$ cat src/rtl/y2r_pkg.sv
`default_nettype none

package y2r_pkg;

  localparam int unsigned MAX_DIM = 4096;
  localparam int unsigned DIM_W   = $clog2(MAX_DIM) + 1;
  localparam int unsigned CNT_W   = $clog2(MAX_DIM);
  localparam int unsigned IDX_W   = 24;
  localparam int unsigned PIX_W   = 8;
  localparam int unsigned SUM_W   = 27;

  localparam logic [DIM_W-1:0] WIDTH_RST  = DIM_W'(640);
  localparam logic [DIM_W-1:0] HEIGHT_RST = DIM_W'(480);
  localparam logic [DIM_W-1:0] WIDTH_MIN  = DIM_W'(2);
  localparam logic [DIM_W-1:0] HEIGHT_MIN = DIM_W'(1);
  localparam logic [DIM_W-1:0] DIM_MAX    = DIM_W'(MAX_DIM);

  localparam logic signed [SUM_W-1:0] COEF_RV = SUM_W'(91881);
  localparam logic signed [SUM_W-1:0] COEF_GU = SUM_W'(22554);
  localparam logic signed [SUM_W-1:0] COEF_GV = SUM_W'(46802);
  localparam logic signed [SUM_W-1:0] COEF_BU = SUM_W'(116130);

  localparam logic [PIX_W-1:0] ALPHA_OPAQUE = 8'hFF;

  typedef enum logic [0:0] {
    CFG_WIDTH  = 1'b0,
    CFG_HEIGHT = 1'b1
  } cfg_idx_t;

  typedef struct packed {
    logic [CNT_W-1:0] col_rev;
    logic [CNT_W-1:0] row;
    logic [DIM_W-1:0] height;
    logic             last;
  } pos_t;

  function automatic logic [DIM_W-1:0] clamp_dim(input logic [DIM_W-1:0] v,
                                                 input logic [DIM_W-1:0] lo);
    logic [DIM_W-1:0] res;
    if (v < lo) begin
      res = lo;
    end else if (v > DIM_MAX) begin
      res = DIM_MAX;
    end else begin
      res = v;
    end
    return res;
  endfunction

  function automatic logic [PIX_W-1:0] sat_byte(input logic signed [SUM_W-1:0] s);
    logic [PIX_W-1:0] res;
    if (s[SUM_W-1]) begin
      res = '0;
    end else if (|s[SUM_W-2:16+PIX_W]) begin
      res = '1;
    end else begin
      res = s[16+PIX_W-1:16];
    end
    return res;
  endfunction

endpackage

`default_nettype wire

$ cat src/rtl/y2r_pos.sv
`default_nettype none

module y2r_pos import y2r_pkg::*; (
  input  wire logic             clk,
  input  wire logic             rst_n,
  input  wire logic             cfg_we,
  input  wire cfg_idx_t         cfg_idx,
  input  wire logic [DIM_W-1:0] cfg_wdata,
  input  wire logic             adv,
  output pos_t                  pos
);

  logic [DIM_W-1:0] width_r, width_nxt;
  logic [DIM_W-1:0] height_r, height_nxt;
  logic [CNT_W-1:0] col_r, col_nxt;
  logic [CNT_W-1:0] row_r, row_nxt;
  logic [CNT_W-1:0] w_m1, h_m1, col_eff, row_eff;
  logic             last_col, last_row;

  always_comb begin
    width_nxt  = width_r;
    height_nxt = height_r;
    if (cfg_we) begin
      case (cfg_idx)
        CFG_WIDTH:  width_nxt  = clamp_dim(cfg_wdata, WIDTH_MIN);
        CFG_HEIGHT: height_nxt = clamp_dim(cfg_wdata, HEIGHT_MIN);
        default:    width_nxt  = width_r;
      endcase
    end
  end

  // Counters left past the frame edges by a register write saturate.
  assign w_m1     = CNT_W'(width_r - DIM_W'(1));
  assign h_m1     = CNT_W'(height_r - DIM_W'(1));
  assign col_eff  = ({1'b0, col_r} < width_r) ? col_r : w_m1;
  assign row_eff  = ({1'b0, row_r} < height_r) ? row_r : h_m1;
  assign last_col = (col_eff == w_m1);
  assign last_row = (row_eff == h_m1);

  always_comb begin
    col_nxt = col_r;
    row_nxt = row_r;
    if (adv) begin
      if (last_col) begin
        col_nxt = '0;
        row_nxt = last_row ? '0 : row_eff + CNT_W'(1);
      end else begin
        col_nxt = col_eff + CNT_W'(1);
        row_nxt = row_eff;
      end
    end
  end

  assign pos.col_rev = w_m1 - col_eff;
  assign pos.row     = row_eff;
  assign pos.height  = height_r;
  assign pos.last    = last_col & last_row;

  always_ff @(posedge clk) begin
    if (!rst_n) begin
      width_r  <= WIDTH_RST;
      height_r <= HEIGHT_RST;
      col_r    <= '0;
      row_r    <= '0;
    end else begin
      width_r  <= width_nxt;
      height_r <= height_nxt;
      col_r    <= col_nxt;
      row_r    <= row_nxt;
    end
  end

endmodule

`default_nettype wire

$ cat src/rtl/y2r_color.sv
`default_nettype none

module y2r_color import y2r_pkg::*; (
  input  wire logic [PIX_W-1:0] luma,
  input  wire logic [PIX_W-1:0] cb,
  input  wire logic [PIX_W-1:0] cr,
  output logic      [PIX_W-1:0] red,
  output logic      [PIX_W-1:0] green,
  output logic      [PIX_W-1:0] blue
);

  logic signed [SUM_W-1:0] ys, du, dv;
  logic signed [SUM_W-1:0] sum_r, sum_g, sum_b;

  // Flipping the top bit of an offset-128 byte gives its signed value.
  assign ys = $signed({{(SUM_W-PIX_W-16){1'b0}}, luma, 16'b0});
  assign du = $signed({{(SUM_W-PIX_W+1){~cb[PIX_W-1]}}, cb[PIX_W-2:0]});
  assign dv = $signed({{(SUM_W-PIX_W+1){~cr[PIX_W-1]}}, cr[PIX_W-2:0]});

  assign sum_r = ys + COEF_RV * dv;
  assign sum_g = ys - COEF_GU * du - COEF_GV * dv;
  assign sum_b = ys + COEF_BU * du;

  assign red   = sat_byte(sum_r);
  assign green = sat_byte(sum_g);
  assign blue  = sat_byte(sum_b);

endmodule

`default_nettype wire

$ cat src/rtl/yuv420_to_rgb_rotate90.sv
// YUV 4:2:0 to RGBA converter with output addressing for a 90 degree rotation.
// The input channel takes one pixel per beat in raster order: its luma byte and
// the chroma pair of its 2x2 block. The output channel gives one beat per pixel
// with red, green, blue, a constant alpha of 255, the pixel's index in the
// rotated image and a flag on the last pixel of the frame.
// The configuration port sets the frame width and height; values out of range
// are clamped when written. Write it only while no pixel is in flight.
// The data path has two register stages: the input register holds the pixel and
// its position, the output register holds the finished result. An accepted beat
// passes through the input register and then the output register, and one pixel
// is accepted per cycle for as long as the receiver takes results.
// When the receiver stalls, the output register holds its beat and the input
// register fills; in_ready drops only when both stages are full, and it comes
// back combinationally with out_ready.
// Reset empties both stages, clears the column and row counters and sets the
// frame to 640 by 480.
`default_nettype none

module yuv420_to_rgb_rotate90 import y2r_pkg::*; (
  input  wire logic             clk,
  input  wire logic             rst_n,
  input  wire logic             cfg_we,
  input  wire logic [0:0]       cfg_idx,
  input  wire logic [DIM_W-1:0] cfg_wdata,
  input  wire logic             in_valid,
  output logic                  in_ready,
  input  wire logic [PIX_W-1:0] in_luma,
  input  wire logic [PIX_W-1:0] in_chroma_blue,
  input  wire logic [PIX_W-1:0] in_chroma_red,
  output logic                  out_valid,
  input  wire logic             out_ready,
  output logic      [PIX_W-1:0] out_red,
  output logic      [PIX_W-1:0] out_green,
  output logic      [PIX_W-1:0] out_blue,
  output logic      [PIX_W-1:0] out_alpha,
  output logic      [IDX_W-1:0] out_dest_index,
  output logic                  out_frame_end
);

  localparam int unsigned PROD_W = DIM_W + CNT_W;

  logic             in_acc, s2_adv;
  pos_t             pos;
  logic             s1_vld_r, s1_vld_nxt;
  logic [PIX_W-1:0] s1_y_r, s1_u_r, s1_v_r;
  pos_t             s1_pos_r;
  logic             out_vld_r, out_vld_nxt;
  logic [PIX_W-1:0] red_c, green_c, blue_c;
  logic [PROD_W-1:0] dest_c;
  logic [PIX_W-1:0] red_r, green_r, blue_r;
  logic [IDX_W-1:0] dest_r;
  logic             end_r;

  assign s2_adv   = s1_vld_r && (!out_vld_r || out_ready);
  assign in_ready = !s1_vld_r || s2_adv;
  assign in_acc   = in_valid && in_ready;

  y2r_pos u_pos (
    .clk       (clk),
    .rst_n     (rst_n),
    .cfg_we    (cfg_we),
    .cfg_idx   (cfg_idx_t'(cfg_idx)),
    .cfg_wdata (cfg_wdata),
    .adv       (in_acc),
    .pos       (pos)
  );

  y2r_color u_color (
    .luma  (s1_y_r),
    .cb    (s1_u_r),
    .cr    (s1_v_r),
    .red   (red_c),
    .green (green_c),
    .blue  (blue_c)
  );

  assign dest_c = s1_pos_r.height * s1_pos_r.col_rev + PROD_W'(s1_pos_r.row);

  always_comb begin
    s1_vld_nxt = s1_vld_r;
    if (in_acc) begin
      s1_vld_nxt = 1'b1;
    end else if (s2_adv) begin
      s1_vld_nxt = 1'b0;
    end
    out_vld_nxt = out_vld_r;
    if (s2_adv) begin
      out_vld_nxt = 1'b1;
    end else if (out_ready) begin
      out_vld_nxt = 1'b0;
    end
  end

  always_ff @(posedge clk) begin
    if (!rst_n) begin
      s1_vld_r  <= 1'b0;
      out_vld_r <= 1'b0;
    end else begin
      s1_vld_r  <= s1_vld_nxt;
      out_vld_r <= out_vld_nxt;
    end
  end

  always_ff @(posedge clk) begin
    if (in_acc) begin
      s1_y_r   <= in_luma;
      s1_u_r   <= in_chroma_blue;
      s1_v_r   <= in_chroma_red;
      s1_pos_r <= pos;
    end
    if (s2_adv) begin
      red_r   <= red_c;
      green_r <= green_c;
      blue_r  <= blue_c;
      dest_r  <= dest_c[IDX_W-1:0];
      end_r   <= s1_pos_r.last;
    end
  end

  assign out_valid      = out_vld_r;
  assign out_red        = red_r;
  assign out_green      = green_r;
  assign out_blue       = blue_r;
  assign out_alpha      = ALPHA_OPAQUE;
  assign out_dest_index = dest_r;
  assign out_frame_end  = end_r;

endmodule

`default_nettype wire

$ cat config.mk
export PLATFORM = sky130hd
export DESIGN_NAME = yuv420_to_rgb_rotate90
export DESIGN_NICKNAME = d
export VERILOG_FILES = /design/src/rtl/y2r_pkg.sv /design/src/rtl/y2r_pos.sv /design/src/rtl/y2r_color.sv /design/src/rtl/yuv420_to_rgb_rotate90.sv
export SDC_FILE = /design/constraint.sdc
export NUM_CORES = 1
export LEC_CHECK = 0
export BUFFER_PORTS_ARGS = -buffer_cell sky130_fd_sc_hd__buf_2
export CORE_ASPECT_RATIO = 0.5
export CORE_MARGIN = 2
export CORE_UTILIZATION = 60
export DETAILED_ROUTE_END_ITERATION = 16
export MAX_ROUTING_LAYER = met4
export PLACE_DENSITY = 0.82
export SLEW_MARGIN = 20
export SYNTH_ARGS = -nofsm -noshare
export SYNTH_HDL_FRONTEND = slang
export SYNTH_SLANG_ARGS = --single-unit
$ cat constraint.sdc
create_clock -name clk -period 8.73 [get_ports clk]
set_input_delay 1.746 -clock clk [delete_from_list [all_inputs] [get_ports clk]]
set_output_delay 1.746 -clock clk [all_outputs]
set_load 0.03 [all_outputs]
### Word level (Yosys, flattened, before mapping)

Cells that the tools add are included.

* RAM bits: 0
* bits in latches: 0
* ROM bits: 0
* input bits: 43
* register bits: 163
* memories kept: 0
* word-level logic and storage cells: 72

* $mul: 5
* bitwise logic cells: 4
* reduce and logical (&&, ||, !) cells: 13
* multiplexer cells: 15
* shift-type cells: 0
* divide/modulo/power cells: 0
* $lt $le $gt $ge: 5
* $add $sub $neg: 10
* equality and inequality tests: 2

Operators by type and width (number)
* 12-bit two-way mux: 5
* 25-bit by 27-bit adder with 27-bit output: 2
* 13-bit two-way mux: 3
* 25-bit by 27-bit subtractor with 27-bit output: 1
* 27-bit subtractor: 1
* 12-bit by 13-bit < comparator with 1-bit output: 2
* 18-bit by 8-bit multiplier with 26-bit output (first input constant): 1
* 17-bit by 8-bit multiplier with 25-bit output (first input constant): 1
* 12-bit by 1-bit adder with 12-bit output (second input constant): 2
* 24-bit by 12-bit adder with 24-bit output: 1
* 12-bit == test: 2
* 13-bit by 12-bit multiplier with 24-bit output: 1
* 16-bit by 8-bit multiplier with 24-bit output (first input constant): 1
* 8-bit two-way mux: 3
* 12-bit by 1-bit subtractor with 12-bit output (second input constant): 2
* 15-bit by 8-bit multiplier with 23-bit output (first input constant): 1
* 13-bit greater-than comparator (second input constant): 1
* 13-bit by 1-bit < comparator with 1-bit output (second input constant): 1
* 13-bit by 2-bit < comparator with 1-bit output (second input constant): 1
* 12-bit subtractor: 1
* 2-bit OR reduction: 3
* 1-bit two-way mux: 4
* 2-bit AND reduction: 2
* 2-bit nonzero test: 2
* other kinds (5): 10

### Logic depth before layout (Yosys ltp)

Gate-level depths: netlist of run 1.

* word-level depth: 6
* gate-level depth with buffers: 28
* gate-level depth less buffers: 28

### Hierarchy

A second synthesis of run 1 with hierarchy kept.

* cell total of the unflattened synthesis: 2448
* area total of the unflattened synthesis: 23043.4 µm²

Modules (own cells, without submodules)
* y2r_color: instances 1, cells an instance 1057, area each 9095.0 µm², seq. area each 0.0 µm²
* yuv420_to_rgb_rotate90: instances 1, cells an instance 774, area each 8976.1 µm², seq. area each 3373.2 µm²
* y2r_pos: instances 1, cells an instance 617, area each 4972.3 µm², seq. area each 1001.0 µm²

### Worst setup path after synthesis of run 1

No wires, ideal clock.

* path type: reg-to-reg
* start point: register s1_u_r[7]
* end point: register green_r[0], in the netlist out_green[0] (data pin)
* path slack: 2038 ps
* data arrival time: 6417 ps
* stages on the path, launching flop included: 28
* path buffers: 0
* period minus slack after synthesis: 6692 ps
* path through: edfxtp_1 inv_1 fa_1 ha_1 inv_1 fa_1 inv_1 ha_1 inv_1 a21oi_1 o21ai_0 a21oi_1 o31a_1 o21a_1 or4b_2 nand3_1 fa_1 inv_1 ha_1 o21a_1 o21a_1 o21ai_0 a31o_2 a21oi_1 a41o_1 a2111oi_0 a31o_2 a21oi_1

* word-level cells in the longest chain between the ends: 6

RTL lines
* from (decl): line yuv420_to_rgb_rotate90.sv:45 `logic [PIX_W-1:0] s1_y_r, s1_u_r, s1_v_r;`
* from (signal assigned): line yuv420_to_rgb_rotate90.sv:107 `s1_u_r <= in_chroma_blue;`
* 1-bit NOT (*): line y2r_color.sv:17 `assign du = $signed({{(SUM_W-PIX_W+1){~cb[PIX_W-1]}}, cb[PIX_W-2:0]});`
* 15-bit by 8-bit multiplier with 23-bit output (*): line y2r_color.sv:21 `assign sum_g = ys - COEF_GU * du - COEF_GV * dv;`
* 25-bit by 27-bit subtractor with 27-bit output (*): line y2r_color.sv:21
* 27-bit subtractor (*): line y2r_color.sv:21
* 2-bit OR reduction: line y2r_pkg.sv:54 `end else if (|s[SUM_W-2:16+PIX_W]) begin`
* 8-bit two-way mux: line y2r_pkg.sv:54
* to (signal assigned): line yuv420_to_rgb_rotate90.sv:113 `green_r <= green_c;`
* to (decl): line yuv420_to_rgb_rotate90.sv:50 `logic [PIX_W-1:0] red_r, green_r, blue_r;`

Mark *: on every way between the ends. The rest lies on a longest branch, timed or not.
A chain may end at the register's enable or synchronous reset.

### Worst setup path in the final report of run 1

* start point: register s1_u_r[7]
* end point: register green_r[7], in the netlist out_green[7] (data pin)

Same word-level chain as after synthesis.

==> impl_metrics.yaml, run 1 <==
floorplanning:
  placeableCoreArea_um2: 36000
  floorplan.die.width_um: 275
  start_util_pct: 61.0
  io_pins: 102
  die_h_um: 139
  die_area_um2: 38200
  rows: 49
run:
  max_cap_violations: 0
critical_path:
  timing.critical_path.required_ps: 8930
  worstPathMaxFanout: 14
  worstSetupEndpointType: "register"
  crit_path_top_delay_cell: "fa_1"
  critical_path.max_stage_delay_ps: 600
  crit_family: "adder cells"
  worstPathArrival_ps: 7750
  critPathLaunchType: "register"
  critical_path_buf_inv_count: 5
  r2r_setup_slack_ps: 1180
  worst-setup-path-type: "reg -> reg"
  critical_path_most_common_cell: "inv_1"
grt:
  globalRoute.totalOverflow: 0
  grt.total_usage_pct: 27.1
  gr-usage-met1_pct: 32.7
  antenna_found_initial: 0
  grt_pass1_wl_um: 80800
  global_route.usage.met2_pct: 46.7
  largest_net_degree_at_the_start_of_global_routing: 53
  global_route.peak_usage_layer: "met2"
  vias_in_the_first_global_route: 16900
  grt.met3_usage_pct: 3.69
timing:
  maxClockFrequency_mhz: 132
  max_slew_violation_total_from_the_final_report: 0
  worst-slew-pin-transition_ps: 1050
  hold_viol_final: 0
  postLayoutSetupSlackWorst_ps: 1180
  fin_crit_sh_pct: 86.5
  finalSetupViolCount: 0
  total_negative_setup_slacks_ps: 0
  min_period_ps: 7550
  finClkSkew_ps: 16.5
  rsz0062_at_grt: "false"
  max-slew-margin-rel_pct: 29.8
place:
  dpl_worst_slack_ps: 1280
  port_buffers: 93
  dpl.hpwl_um: 39300
  numPlacedInstances: 2879
  gp_routability_congestion: 0.928
drt:
  antenna_left: 0
  dr_total_vias: 16500
  routed_wire_length_per_instance_um: 16.6
  detail_route.drc_violations: 0
  detail_route.iter0.violations: 886
  vias_per_cell: 5.66
  firstDrtPassIters: 5
  detail_route.wirelength_um: 48200
synth:
  xor_xnor_cell_area_share_of_the_yosys_netlist_pct: 5.77
  yosys_warnings: 0
  combinational_family_with_the_most_area_after_synthesis: "adder cells"
  postSynth.topFlopCell: "edfxtp_1"
  syn_avg_cell_area_um2: 9.36
  synth-edff-count: 111
  synth_compound_area_share_pct: 11.1
  synth-simple-area-share_pct: 13.1
  synthesis.area_um2: 22000
  synth-seq-area-share_pct: 19.9
  synth_cells: 2346
  synth-seq-cells: 163
  yosys-mux-area-fraction_pct: 0.792
  ys_types: 85
  synth_fa_ha_area_share_pct: 40.5
  ys_async_sr_fraction_pct: 0
clocking:
  cts_max_path_buffers: 2
  clock_sink_count: 163
  cts_max_level: 4
  cts.hold.buffers_added: 0
  numCtsBuffers: 17
  cts_tree: "built"
  clock_insertion_delay_worst_skew_ps: 470
  clock-root-buffer: "clkbuf_16"
  clk_transition_reported_paths_ps: 80
  cts_resized: 0
  cts_setup_buffers: 0
finish:
  final_cells: 2911
  postLayoutCoreUtil_pct: 65.2
  drive_gt1_share_pct: 7.05
  multiInputGateArea_um2: 15700
  layout.filler_cells: 2848
  regArea_um2: 4370
  diodes: 0
  num-nets-final: 3033
  syn_to_final_growth_pct: 6.84
run_status:
  outcome: "complete, no violations"
min_path:
  min_path_type: "reg -> reg"
registers in the layout, indices dropped and copies added (netlist names):
register and cells:
out_blue 8, out_dest_index 24, out_frame_end 1, out_green 8, out_red 8, out_valid 1
s1_pos_r 38, s1_u_r 8, s1_v_r 8, s1_vld_r 1, s1_y_r 8, u_pos.col_r 12
u_pos.height_r 13, u_pos.row_r 12, u_pos.width_r 13
cell usage after synthesis (4+ instances only):
cell       number  area share, %
inv_1         448            7.7
ha_1          350             20
fa_1          226             21
nand2_1       207            3.5
edfxtp_1      111             15
a21oi_1       108            2.5
xnor2_1        89            3.5
nor2_1         85            1.5
and2_1         66            1.9
o21ai_0        65            1.5
dfxtp_1        52            4.7
xor2_1         48            1.9
nand3_1        47            1.1
nor3_1         44            1.0
clkbuf_1       39           0.67
nor2b_1        35            1.0
a211oi_1       23           0.79
a21o_1         21           0.72
o21a_1         20           0.68
a21boi_0       16           0.55
a22oi_1        16           0.55
or3_1          16           0.46
mux2i_1        14           0.64
nand2b_1       13           0.37
and3_1         12           0.34
a22o_1         10           0.40
nand4_1        10           0.28
a31oi_1         9           0.26
nor4_1          9           0.26
a311oi_1        8           0.32
buf_4           8           0.27
nor3b_1         8           0.27
o21ai_1         8           0.18
o211ai_1        7           0.24
o21bai_1        6           0.21
or2_2           6           0.17
a2111oi_0       5           0.20
a221oi_1        4           0.16
buf_2           4          0.091
o2111ai_1       4           0.16
path summary, 6_finish.rpt:
path,from,endpoint,cells past startpoint
max reg2reg,s1_u_r[7],out_green[7],26
min,s1_pos_r[0],out_frame_end,0
min reg2reg,s1_pos_r[0],out_frame_end,0
max,s1_u_r[7],out_green[7],26
layout by cell type, fill, tap and decap left out, drive strengths merged, types with 13 or more instances in the layout:
| cell type | n |
|---|---|
| fa | 226 |
| nor2 | 86 |
| a21o | 21 |
| nor2b | 36 |
| clkbuf | 18 |
| dfxtp | 52 |
| nand3 | 47 |
| xnor2 | 91 |
| a22oi | 16 |
| edfxtp | 111 |
| xor2 | 48 |
| o21a | 20 |
| mux2i | 14 |
| inv | 456 |
| nand2b | 13 |
| a21oi | 108 |
| o21ai | 73 |
| or3 | 18 |
| and2 | 66 |
| nor3 | 45 |
| buf | 97 |
| a211oi | 25 |
| a21boi | 16 |
| nand2 | 208 |
| ha | 350 |
through the flow:
step,area (um2),hold WS [ps]
4_1_cts,23500,439
3_5_place_dp,22900,423
3_3_place_gp,22900,422
5_1_grt,23500,452
2_1_floorplan,22000,400
6_report,23500,435
logic make-up after synthesis:
group	Yosys count
AO/OA/AOI/OAI	365
multiplexers	17
XOR/XNOR	140
other	1
buffers and inverters	504
adder cells (fa/ha/maj)	576
flip-flops	163
AND/OR/NAND/NOR	580
worst register-to-register path: stages (launching register included):
cell,delay [ps]
edfxtp_1,510
inv_1,560
fa_1,600
inv_1,160
fa_1,460
fa_1,550
inv_1,50
ha_1,280
ha_1,380
nor2b_1,160
o21ai_0,140
nand2b_1,110
a21bo_2,200
inv_1,40
o21ai_0,310
nand4b_1,160
o311a_1,160
fa_1,510
inv_1,40
ha_1,210
or3_1,360
o21ai_0,100
a21oi_1,130
o41ai_1,400
a21oi_1,130
o21ai_1,430
a21oi_1,130
metal layers:
| layer | vias to the layer above | wire, um |
|---|---|---|
| met2 | 406 | 24300 |
| met3 | 100 | 1910 |
| met4 | 0 | 1440 |
| li1 | 7933 | - |
| met1 | 8029 | 20600 |
| met5 | - | 0 |
area by class of cell:
class                      count  share of cell area (%)
clock buffer                  18                    1.92
tap                          484                    2.58
inverter                     449                    7.19
multi-input combinational   1686                    66.9
clock inverter                14                   0.667
sequential                   163                    18.6
timing repair buffer          97                    2.11
Power of run 1 is not shown: default switching activity piles up to over one toggle a cycle in this logic, so the estimate is an artifact.
==> inputs of run 2 (changes only) <==
- CORE_MARGIN: 2 -> 10
- CTS_BUF_LIST: unset -> sky130_fd_sc_hd__clkbuf_8
- SLEW_MARGIN: 20 -> unset
==> impl_metrics.yaml, run 2 (synthesis gave the netlist of run 1 again) <==
run_status:
  outcome: "complete, no violations"
floorplanning:
  floorplan.die.width_um: 291
  rows: 49
  start_util_pct: 61.0
  die_area_um2: 45100
  io_pins: 102
  placeableCoreArea_um2: 36000
  die_h_um: 155
critical_path:
  critical_path.max_stage_delay_ps: 610
  critPathLaunchType: "register"
  worstPathArrival_ps: 7660
  worstSetupEndpointType: "register"
  crit_path_top_delay_cell: "or4b_2"
  worst-setup-path-type: "reg -> reg"
  crit_family: "compound AO/OA/AOI/OAI gates"
  worstPathMaxFanout: 8
  critical_path_buf_inv_count: 3
  timing.critical_path.required_ps: 8960
finish:
  diodes: 0
  drive_gt1_share_pct: 6.92
  final_cells: 2912
  largest_reg_flops: 38
  biggest_register: "s1_pos_r"
  most_common_cell_after_layout_fill_and_taps_aside: "inv_1"
  layout.cells.most_common_list: "450 x inv_1, 350 x ha_1, 226 x fa_1"
  syn_to_final_growth_pct: 5.69
  num-nets-final: 3034
drt:
  detail_route.wirelength_um: 49200
  antenna_left: 0
  detail_route.iter0.violations: 1033
  routed_wire_length_per_instance_um: 16.9
  detail_route.drc_violations: 0
  dr_total_vias: 16400
  firstDrtPassIters: 5
  vias_per_cell: 5.63
grt:
  vias_in_the_first_global_route: 17000
  globalRoute.totalOverflow: 0
  grt_pass1_wl_um: 82700
  largest_net_degree_at_the_start_of_global_routing: 54
  grt.total_usage_pct: 22.7
  antenna_found_initial: 0
place:
  port_buffers: 93
  dpl.hpwl_um: 40200
  gp_routability_congestion: 0.934
  numPlacedInstances: 2880
clocking:
  cts_max_path_buffers: 2
  cts.hold.buffers_added: 0
  cts_resized: 0
  clock_sink_count: 163
  numCtsBuffers: 17
  cts_setup_buffers: 0
  cts_tree: "built"
  cts_max_level: 4
  clock-root-buffer: "clkbuf_8"
  clk_transition_reported_paths_ps: 120
  clock_insertion_delay_worst_skew_ps: 520
timing:
  max_slew_violation_total_from_the_final_report: 0
  total_negative_setup_slacks_ps: 0
  min_period_ps: 7420
  finalSetupViolCount: 0
  max-slew-margin-rel_pct: 31.8
  fin_crit_sh_pct: 85.0
  maxClockFrequency_mhz: 135
  rsz0062_at_grt: "false"
  worst-slew-pin-transition_ps: 1020
  finClkSkew_ps: 28.3
  hold_viol_final: 0
min_path:
  min_path_type: "reg -> reg"
run:
  max_cap_violations: 0
## run 2: cell count changes in the layout (fill, tap and decap cells not counted), sizes merged
cell / before / now
clkinvlp: 1 / 3
clkinv: 6 / 5
inv: 456 / 455
buf: 97 / 98
## run 2: final timing paths
check | start | end | slack (ps) | cells past startpoint
hold / removal | s1_pos_r[0] | out_frame_end | 430 | 0
setup / recovery | s1_u_r[3] | out_green[1] | 1310 | 28
hold reg to reg | s1_pos_r[0] | out_frame_end | 430 | 0
setup reg to reg | s1_u_r[3] | out_green[1] | 1310 | 28
## run 2: per-layer routing
layer,share of wire [%],GRT usage [%],vias up
li1,-,-,7914
met1,42,26.4,7937
met2,50,39.6,445
met3,4.1,3.17,98
met4,3.3,9.24,0
met5,0,-,-
## run 2: layout make-up
type	instances	area, um2
Inverter	449	1690
Clock inverter	14	103
Clock buffer	18	248
Timing Repair Buffer	98	503
Sequential cell	163	4370
Tap cell	484	606
Fill cell	2913	12800
Multi-Input combinational cell	1686	15700
## run 2: per-stage QoR
stage	setup slack (ps)	area (um2)	hold WS (ps)	util, %
final	1310	23200	434	64.5
after global routing	742	23200	453	64.5
after CTS	1360	23200	440	64.5
after detailed placement	1360	22900	412	63.5
after global placement	1550	22900	406	63.5
after floorplan	2040	22000	400	-
Power of run 2 is left out for the same reason.
